`src/rtl/core/fmoc_pkg.sv`:
```
// Shared constants for the finger motor open/close controller.
// No dependencies.
package fmoc_pkg;

  // Phase codes
  localparam logic [1:0] PH_OPEN  = 2'd0;
  localparam logic [1:0] PH_CLOSE = 2'd1;
  localparam logic [1:0] PH_WAITO = 2'd2;
  localparam logic [1:0] PH_WAITC = 2'd3;

  // Word kinds carried on the input tuser
  localparam logic [1:0] MODE_SAMPLE = 2'd0;
  localparam logic [1:0] MODE_TICK   = 2'd1;
  localparam logic [1:0] MODE_CMD    = 2'd2;

  // Register indexes (paddr[2])
  localparam logic REG_THRESHOLD = 1'b0;
  localparam logic REG_TIME_MODE = 1'b1;

  // Port widths
  localparam int unsigned IN_DATA_W  = 40;
  localparam int unsigned IN_USER_W  = 2;
  localparam int unsigned OUT_DATA_W = 24;
  localparam int unsigned ADDR_W     = 3;
  localparam int unsigned DATA_W     = 16;

  localparam logic signed [DATA_W-1:0] S16_MAX = 16'sh7fff;
  localparam logic signed [DATA_W-1:0] S16_MIN = -16'sh8000;

endpackage

```
`src/rtl/core/finger_motor_open_close_fsm.sv`:
```
// H-bridge open/close controller for one finger, with current averaging window.
// Depends on fmoc_pkg.
//
// Each accepted input word yields its result word in the next cycle.
// Throughput: one word per cycle; input ready follows the output register
// (ready when it is empty or being drained).
// Reset (rst_ni low, asynchronous): phase open, both lines low, elapsed and
// open limit zero, window reads as all zeros via per-entry valid bits,
// threshold zero, mean mode. No clearing pass is needed.
module finger_motor_open_close_fsm #(
  parameter int unsigned WINDOW_SIZE = 16
) (
  input  logic                               clk_i,
  input  logic                               rst_ni,
  // input stream
  input  logic                               s_axis_tvalid,
  output logic                               s_axis_tready,
  // [0] close_request, [16:1] offset, [32:17] sample, [39:33] zero
  input  logic [fmoc_pkg::IN_DATA_W-1:0]     s_axis_tdata,
  // [1:0] mode
  input  logic [fmoc_pkg::IN_USER_W-1:0]     s_axis_tuser,
  // result stream
  output logic                               m_axis_tvalid,
  input  logic                               m_axis_tready,
  // [0] drive_close_line, [1] drive_open_line, [3:2] phase,
  // [19:4] elapsed, [23:20] zero
  output logic [fmoc_pkg::OUT_DATA_W-1:0]    m_axis_tdata,
  // configuration
  input  logic                               psel,
  input  logic                               penable,
  input  logic                               pwrite,
  input  logic [fmoc_pkg::ADDR_W-1:0]        paddr,
  input  logic [31:0]                        pwdata,
  output logic [31:0]                        prdata,
  output logic                               pready
);
  import fmoc_pkg::*;

  localparam int unsigned PTR_W = (WINDOW_SIZE > 1) ? $clog2(WINDOW_SIZE) : 1;
  localparam int unsigned SUM_W = DATA_W + $clog2(WINDOW_SIZE);
  // compare width: holds sum and threshold*N products with sign
  localparam int unsigned CMP_W = DATA_W + 1 + $clog2(WINDOW_SIZE + 1);
  localparam logic [PTR_W-1:0] PTR_LAST = PTR_W'(WINDOW_SIZE - 1);

  // ---------------- configuration ----------------
  logic signed [DATA_W-1:0] thr_q;
  logic                     time_mode_q;
  // mean < thr  <=>  sum < thr*N            (sum >= 0, floor)
  //             <=>  sum <= (thr-1)*N       (sum <  0, ceil)
  logic signed [CMP_W-1:0]  thr_n_q, thr_m1_n_q;
  logic signed [CMP_W-1:0]  wr_thr_ext, win_n, wr_thr_n, wr_thr_m1_n;
  logic                     cfg_wr;

  assign pready = 1'b1;
  assign cfg_wr = psel & penable & pwrite;

  assign wr_thr_ext  = CMP_W'($signed(pwdata[DATA_W-1:0]));
  assign win_n       = CMP_W'(WINDOW_SIZE);
  assign wr_thr_n    = wr_thr_ext * win_n;
  assign wr_thr_m1_n = (wr_thr_ext - CMP_W'(1)) * win_n;

  always_ff @(posedge clk_i or negedge rst_ni) begin
    if (!rst_ni) begin
      thr_q       <= '0;
      thr_n_q     <= '0;
      thr_m1_n_q  <= -win_n;
      time_mode_q <= 1'b0;
    end else if (cfg_wr) begin
      unique case (paddr[2])
        REG_THRESHOLD: begin
          thr_q      <= $signed(pwdata[DATA_W-1:0]);
          thr_n_q    <= wr_thr_n;
          thr_m1_n_q <= wr_thr_m1_n;
        end
        REG_TIME_MODE: time_mode_q <= pwdata[0];
        default: ;
      endcase
    end
  end

  always_comb begin
    prdata = '0;
    unique case (paddr[2])
      REG_THRESHOLD: prdata = {16'd0, thr_q};
      REG_TIME_MODE: prdata = {31'd0, time_mode_q};
      default: prdata = '0;
    endcase
  end

  // ---------------- input unpack ----------------
  logic                     in_acc;
  logic [1:0]               in_mode;
  logic                     in_close;
  logic signed [DATA_W-1:0] in_off, in_smp;

  assign in_mode  = s_axis_tuser;
  assign in_close = s_axis_tdata[0];
  assign in_off   = $signed(s_axis_tdata[16:1]);
  assign in_smp   = $signed(s_axis_tdata[32:17]);

  // output register: ready while empty or being drained
  logic out_valid_q;
  assign s_axis_tready = ~out_valid_q | m_axis_tready;
  assign in_acc        = s_axis_tvalid & s_axis_tready;

  // ---------------- sample window ----------------
  logic signed [DATA_W-1:0] win_mem [WINDOW_SIZE];
  logic [WINDOW_SIZE-1:0]   win_vld_q;
  logic [PTR_W-1:0]         ptr_q, ptr_nxt;
  logic signed [SUM_W-1:0]  sum_q, sum_d;
  // prefetched oldest entry (the one at ptr_q)
  logic signed [DATA_W-1:0] rd_q, byp_q, oldest;
  logic                     rd_vld_q, byp_sel_q;
  logic                     smp_wr;

  assign smp_wr  = in_acc & (in_mode == MODE_SAMPLE);
  assign ptr_nxt = (ptr_q == PTR_LAST) ? '0 : ptr_q + PTR_W'(1);
  assign oldest  = byp_sel_q ? byp_q : (rd_vld_q ? rd_q : '0);
  assign sum_d   = sum_q - SUM_W'(oldest) + SUM_W'(in_smp);

  always_ff @(posedge clk_i) begin
    if (smp_wr) begin
      win_mem[ptr_q] <= in_smp;
      rd_q           <= win_mem[ptr_nxt];
      byp_q          <= in_smp;
    end
  end

  always_ff @(posedge clk_i or negedge rst_ni) begin
    if (!rst_ni) begin
      win_vld_q <= '0;
      ptr_q     <= '0;
      sum_q     <= '0;
      rd_vld_q  <= 1'b0;
      byp_sel_q <= 1'b0;
    end else if (smp_wr) begin
      win_vld_q[ptr_q] <= 1'b1;
      ptr_q            <= ptr_nxt;
      sum_q            <= sum_d;
      rd_vld_q         <= win_vld_q[ptr_nxt];
      // single-entry window: next read hits the word just written
      byp_sel_q        <= (ptr_nxt == ptr_q);
    end
  end

  // ---------------- phase / elapsed ----------------
  logic [1:0]               phase_q, phase_d;
  logic [1:0]               lines_q, lines_d;   // [0] close, [1] open
  logic signed [DATA_W-1:0] elapsed_q, elapsed_d;
  logic signed [DATA_W-1:0] limit_q, limit_d;
  logic signed [CMP_W-1:0]  sum_ext;
  logic                     mean_below, keep_closing;
  logic signed [DATA_W-1:0] el_quarter, open_lim;
  logic signed [DATA_W:0]   lim_sum;

  assign sum_ext      = CMP_W'(sum_q);
  assign mean_below   = sum_ext[CMP_W-1] ? (sum_ext <= thr_m1_n_q) : (sum_ext < thr_n_q);
  assign keep_closing = time_mode_q ? (elapsed_q < limit_q) : mean_below;

  // elapsed/4 truncated toward zero
  assign el_quarter = (elapsed_q + (elapsed_q[DATA_W-1] ? DATA_W'(3) : DATA_W'(0))) >>> 2;
  assign lim_sum    = (DATA_W+1)'(el_quarter) + (DATA_W+1)'(in_off);
  assign open_lim   = time_mode_q ? in_off : limit_q;

  always_comb begin
    phase_d   = phase_q;
    lines_d   = lines_q;
    elapsed_d = elapsed_q;
    limit_d   = limit_q;
    case (in_mode)
      MODE_TICK: begin
        unique case (phase_q)
          PH_OPEN:  if (elapsed_q != S16_MIN) elapsed_d = elapsed_q - DATA_W'(1);
          PH_CLOSE: if (elapsed_q != S16_MAX) elapsed_d = elapsed_q + DATA_W'(1);
          PH_WAITC: elapsed_d = '0;
          default:  ;
        endcase
      end
      MODE_CMD: begin
        lines_d = 2'b00;
        if (in_close) begin
          unique case (phase_q)
            PH_CLOSE: begin
              if (keep_closing) lines_d = 2'b01;
              else              phase_d = PH_WAITO;
            end
            PH_WAITO: begin
              if (!time_mode_q) begin
                if (lim_sum > (DATA_W+1)'(S16_MAX))      limit_d = S16_MAX;
                else if (lim_sum < (DATA_W+1)'(S16_MIN)) limit_d = S16_MIN;
                else                                     limit_d = lim_sum[DATA_W-1:0];
              end
            end
            default: phase_d = PH_CLOSE;   // from open or wait-close
          endcase
        end else begin
          unique case (phase_q)
            PH_OPEN: begin
              if (elapsed_q > open_lim) begin
                lines_d = 2'b10;
              end else begin
                phase_d   = PH_WAITC;
                elapsed_d = '0;
              end
            end
            PH_WAITC: ;
            default:  phase_d = PH_OPEN;   // from close or wait-open
          endcase
        end
      end
      default: ;   // samples handled by the window; unused kind ignored
    endcase
  end

  always_ff @(posedge clk_i or negedge rst_ni) begin
    if (!rst_ni) begin
      phase_q   <= PH_OPEN;
      lines_q   <= 2'b00;
      elapsed_q <= '0;
      limit_q   <= '0;
    end else if (in_acc) begin
      phase_q   <= phase_d;
      lines_q   <= lines_d;
      elapsed_q <= elapsed_d;
      limit_q   <= limit_d;
    end
  end

  // ---------------- result register ----------------
  logic [OUT_DATA_W-1:0] out_data_q;

  always_ff @(posedge clk_i or negedge rst_ni) begin
    if (!rst_ni) begin
      out_valid_q <= 1'b0;
    end else if (in_acc) begin
      out_valid_q <= 1'b1;
    end else if (m_axis_tready) begin
      out_valid_q <= 1'b0;
    end
  end

  always_ff @(posedge clk_i) begin
    if (in_acc) begin
      out_data_q <= {4'd0, elapsed_d, phase_d, lines_d[1], lines_d[0]};
    end
  end

  assign m_axis_tvalid = out_valid_q;
  assign m_axis_tdata  = out_data_q;

endmodule

```
`config.mk`:
```
export PLATFORM = sky130hd
export DESIGN_NAME = finger_motor_open_close_fsm
export DESIGN_NICKNAME = d
export VERILOG_FILES = /design/src/rtl/core/fmoc_pkg.sv /design/src/rtl/core/finger_motor_open_close_fsm.sv
export SDC_FILE = /design/constraint.sdc
export NUM_CORES = 1
export LEC_CHECK = 0
export ABC_AREA = 1
export ABC_CLOCK_PERIOD_IN_PS = 6400
export BUFFER_PORTS_ARGS = -buffer_cell sky130_fd_sc_hd__clkbuf_2
export CAP_MARGIN = 20
export CORE_AREA = 2 2 189 191
export DETAILED_ROUTE_END_ITERATION = 8
export DIE_AREA = 0 0 191 193
export PLACE_DENSITY = 0.95
export SLEW_MARGIN = 15
export SYNTH_ARGS = -nofsm -noshare
export SYNTH_HDL_FRONTEND = slang
export SYNTH_SLANG_ARGS = --single-unit
export TNS_END_PERCENT = 1
```
`constraint.sdc`:
```
create_clock -name clk_i -period 6.4 [get_ports clk_i]
set_input_delay 0.64 -clock clk_i [delete_from_list [all_inputs] [get_ports clk_i]]
set_output_delay 0.64 -clock clk_i [all_outputs]
set_load 0.01 [all_outputs]
```
==> impl_metrics.toml <==
[status]
status = "complete, no violations"

[grt]
antenna_found_initial = 0
grt_pass1_vias = 17700
grt_pass1_wl_um = 91900
grt.total_usage = 0.320
grt-ovfl-total = 0
grt_start_max_net_pins = 85

[power]
leakagePower_nw = 10.5
power.density_nw_per_um2 = 463
finalPower_mw = 11.4
ir_drop_v = 0.000303

[setup_path]
worstSetupEndpointType = "flip-flop"
arrival_ps = 5120
start_kind = "flip-flop"
critPathKind = "reg -> reg"
slowest_stage = "dfrtp_1"
crit_top_cell = "nand2_1"
critPathMaxStageDelay_ps = 580
crit_path_max_fanout = 15
path_cells = "ha_1, inv_1, o21ai_0, inv_1, nor2_1, inv_1, nor2_1, nand2_1, nor4_1, nand2_1, xor2_1, ha_1, nand2_1, nor2_1, a211oi_1, nand2_1, nand2_1, a22o_1, or2_1, nand2_1, nand2_1, o21ai_0"
cp_top_family = "simple AND/OR/NAND/NOR gates"
path_buf_inv = 3
critPathRequiredTime_ps = 6850

[routing]
drtIter0Drc = 2455
ant_nets = 0
avgRoutedWirePerCell_um = 19.9
wirelength_um = 58400
drc = 0
drt_first_pass_iters = 6
num_vias = 18200
vias_per_cell = 6.20

[synth]
synthArstFlopShare = 0.268
synth.most_common_cell = "nand2_1"
synth_top_area_frac = 0.412
ys_types = 53
synth.avg_cell_area_um2 = 9.49
synth_edf_count = 308
ys_seq_elements = 421
ys_top_cells_by_area = "edfxtp_1 (41%), dfrtp_1 (11%), nand2_1 (7.1%)"
synthTopCellsByCount = "nand2_1 (423), edfxtp_1 (308), inv_1 (266), nor2_1 (249), o21ai_0 (249)"
synth_top_area_cell = "edfxtp_1"
synth_ff_type = "edfxtp_1"
yosys_warnings = 0
ys_seq_area_frac = 0.539
syn_inst = 2365
syn_area_um2 = 22500

[clock_network]
post-cts-setup-buffers = 0
h-tree-depth = 2
cts-root-buf = "clkbuf_16"
worstSkewPairLatency_ps = 590
cts_tree = "done"
hold_buffers = 0
numCtsBuffers = 43
cts_sinks = 421
clk_pin_slew_worst_paths_ps = 60
cts-resized-gates = 0
ctsLongestPathBuffers = 3

[floorplanning]
die-area_um2 = 36900
dieHeight_um = 193
rows = 69
core_um2 = 35000
io_pins = 143
start_util = 0.642
dieWidth_um = 191

[timing]
setup_tns_ps = 0
setup_viol = 0
slew_headroom = 0.357
hold_viol_final = 0
fin_crit_ps = 4670
clock_skew_ps = 27.5
rsz0062_at_grt = "false"
tightest_slew_ps = 964
drv_slew = 0
min_period_over_period = 0.729
fmax_mhz = 214

[layout]
fin_cells = 2934
antenna_cells = 0
area_growth_pct = 10.1
fin_nets = 2661
drive_above_1_share = 0.104

[flow_run]
drv_cap = 0

[place]
dpl.hpwl_um = 37600
io_buffer_count = 96
dp.cells = 2853
gp_congestion = 0.928

[min_path]
hp-class = "in -> async"
-- stage by stage --
step | area, um2 | hold slack (ps) | util | setup WS [ps]
2_1_floorplan | 22500 | 344 | - | 2790
3_3_place_gp | 23300 | 444 | 0.666 | 2020
3_5_place_dp | 23300 | 452 | 0.666 | 1840
4_1_cts | 24700 | 94.8 | 0.707 | 1810
5_1_grt | 24700 | 125 | 0.707 | 1350
6_report | 24700 | 79.9 | 0.707 | 1730
-- layer usage --
metal  vias to the layer above  share of wire  track usage
li1                       8231              -            -
met1                      8527           0.37        0.419
met2                      1204           0.48        0.528
met3                       218           0.11       0.0523
met4                         0          0.043        0.150
met5                         -              0            0
-- placed cells by master (no fill, tap or decap), types with 3 or more instances in the layout --
cell type | Yosys | routed
nor3_1 | 31 | 31
bufinv_16 | 0 | 4
clkbuf_16 | 0 | 43
inv_2 | 4 | 5
inv_1 | 266 | 264
nand3_1 | 131 | 131
clkinv_1 | 3 | 10
nor2_2 | 4 | 12
o22ai_1 | 26 | 26
o221ai_1 | 30 | 30
nor4_1 | 4 | 3
clkbuf_2 | 0 | 95
a22o_1 | 16 | 16
a21boi_0 | 8 | 8
a211oi_1 | 3 | 3
nand4_1 | 21 | 21
nor2_1 | 249 | 239
nand2_1 | 423 | 422
or2_2 | 18 | 18
xor2_1 | 25 | 25
ha_1 | 119 | 119
o211ai_1 | 26 | 26
a31oi_1 | 26 | 26
clkbuf_1 | 77 | 5
o21ai_1 | 9 | 9
conb_1 | 2 | 21
xnor2_1 | 9 | 9
a21oi_1 | 72 | 72
clkinvlp_4 | 0 | 6
fa_1 | 20 | 20
o21ai_0 | 249 | 249
a32oi_1 | 4 | 4
dfrtp_1 | 96 | 96
clkinv_2 | 0 | 8
inv_6 | 0 | 3
buf_4 | 22 | 28
a21o_1 | 5 | 5
edfxtp_1 | 308 | 308
dfstp_2 | 17 | 17
o21bai_1 | 5 | 5
-- final cells by class --
cell class / count / area (um2)
well taps: 461 / 577
clock buffers: 48 / 1090
multi-input cells: 1574 / 8900
flip-flops and latches: 421 / 12100
inverters: 273 / 1030
clock inverters: 32 / 322
fillers: 2350 / 10200
repair buffers: 125 / 708
-- logic make-up (layout without fill, tap and decap cells) --
kind of cell | Yosys count | in the layout | share of synthesized area
other | 2 | 21 | 0.000334
flip-flops | 421 | 421 | 0.539
AO/OA/AOI/OAI | 491 | 491 | 0.128
buffers and inverters | 389 | 478 | 0.0702
XOR/XNOR | 34 | 34 | 0.0133
AND/OR/NAND/NOR | 889 | 889 | 0.165
adder cells (fa/ha/maj) | 139 | 139 | 0.0841
-- registers in the layout, summed over array words and instances (netlist names), 4 cells and up --
name	count
win_mem	256
m_axis_tdata	20
sum_q	20
thr_m1_n_q	17
byp_q	16
elapsed_q	16
limit_q	16
rd_q	16
thr_q	16
win_vld_q	16
ptr_q	4
-- path summary, 6_finish.rpt --
check	start	endpoint	slack, ps	cells after the start
max	elapsed_q[15]	limit_q[4]	1730	22
min	rst_ni	thr_q[2]	80	1
max reg2reg	elapsed_q[15]	limit_q[4]	1730	22
min reg2reg	win_vld_q[2]	win_vld_q[2]	460	2
max in group asynchronous	rst_ni	limit_q[0]	4930	2
min in group clk_i	pwdata[11]	thr_m1_n_q[15]	280	2
-- where the power goes --
part | switching (mW) | leakage [nW] | internal [mW]
registers | 0.293 | 4.16 | 3.31
clock network | 1.11 | 0.672 | 1.42
logic | 3.53 | 5.68 | 1.78
total | 4.94 | 10.5 | 6.50
Note: power is estimated with default switching activity, not from simulation.
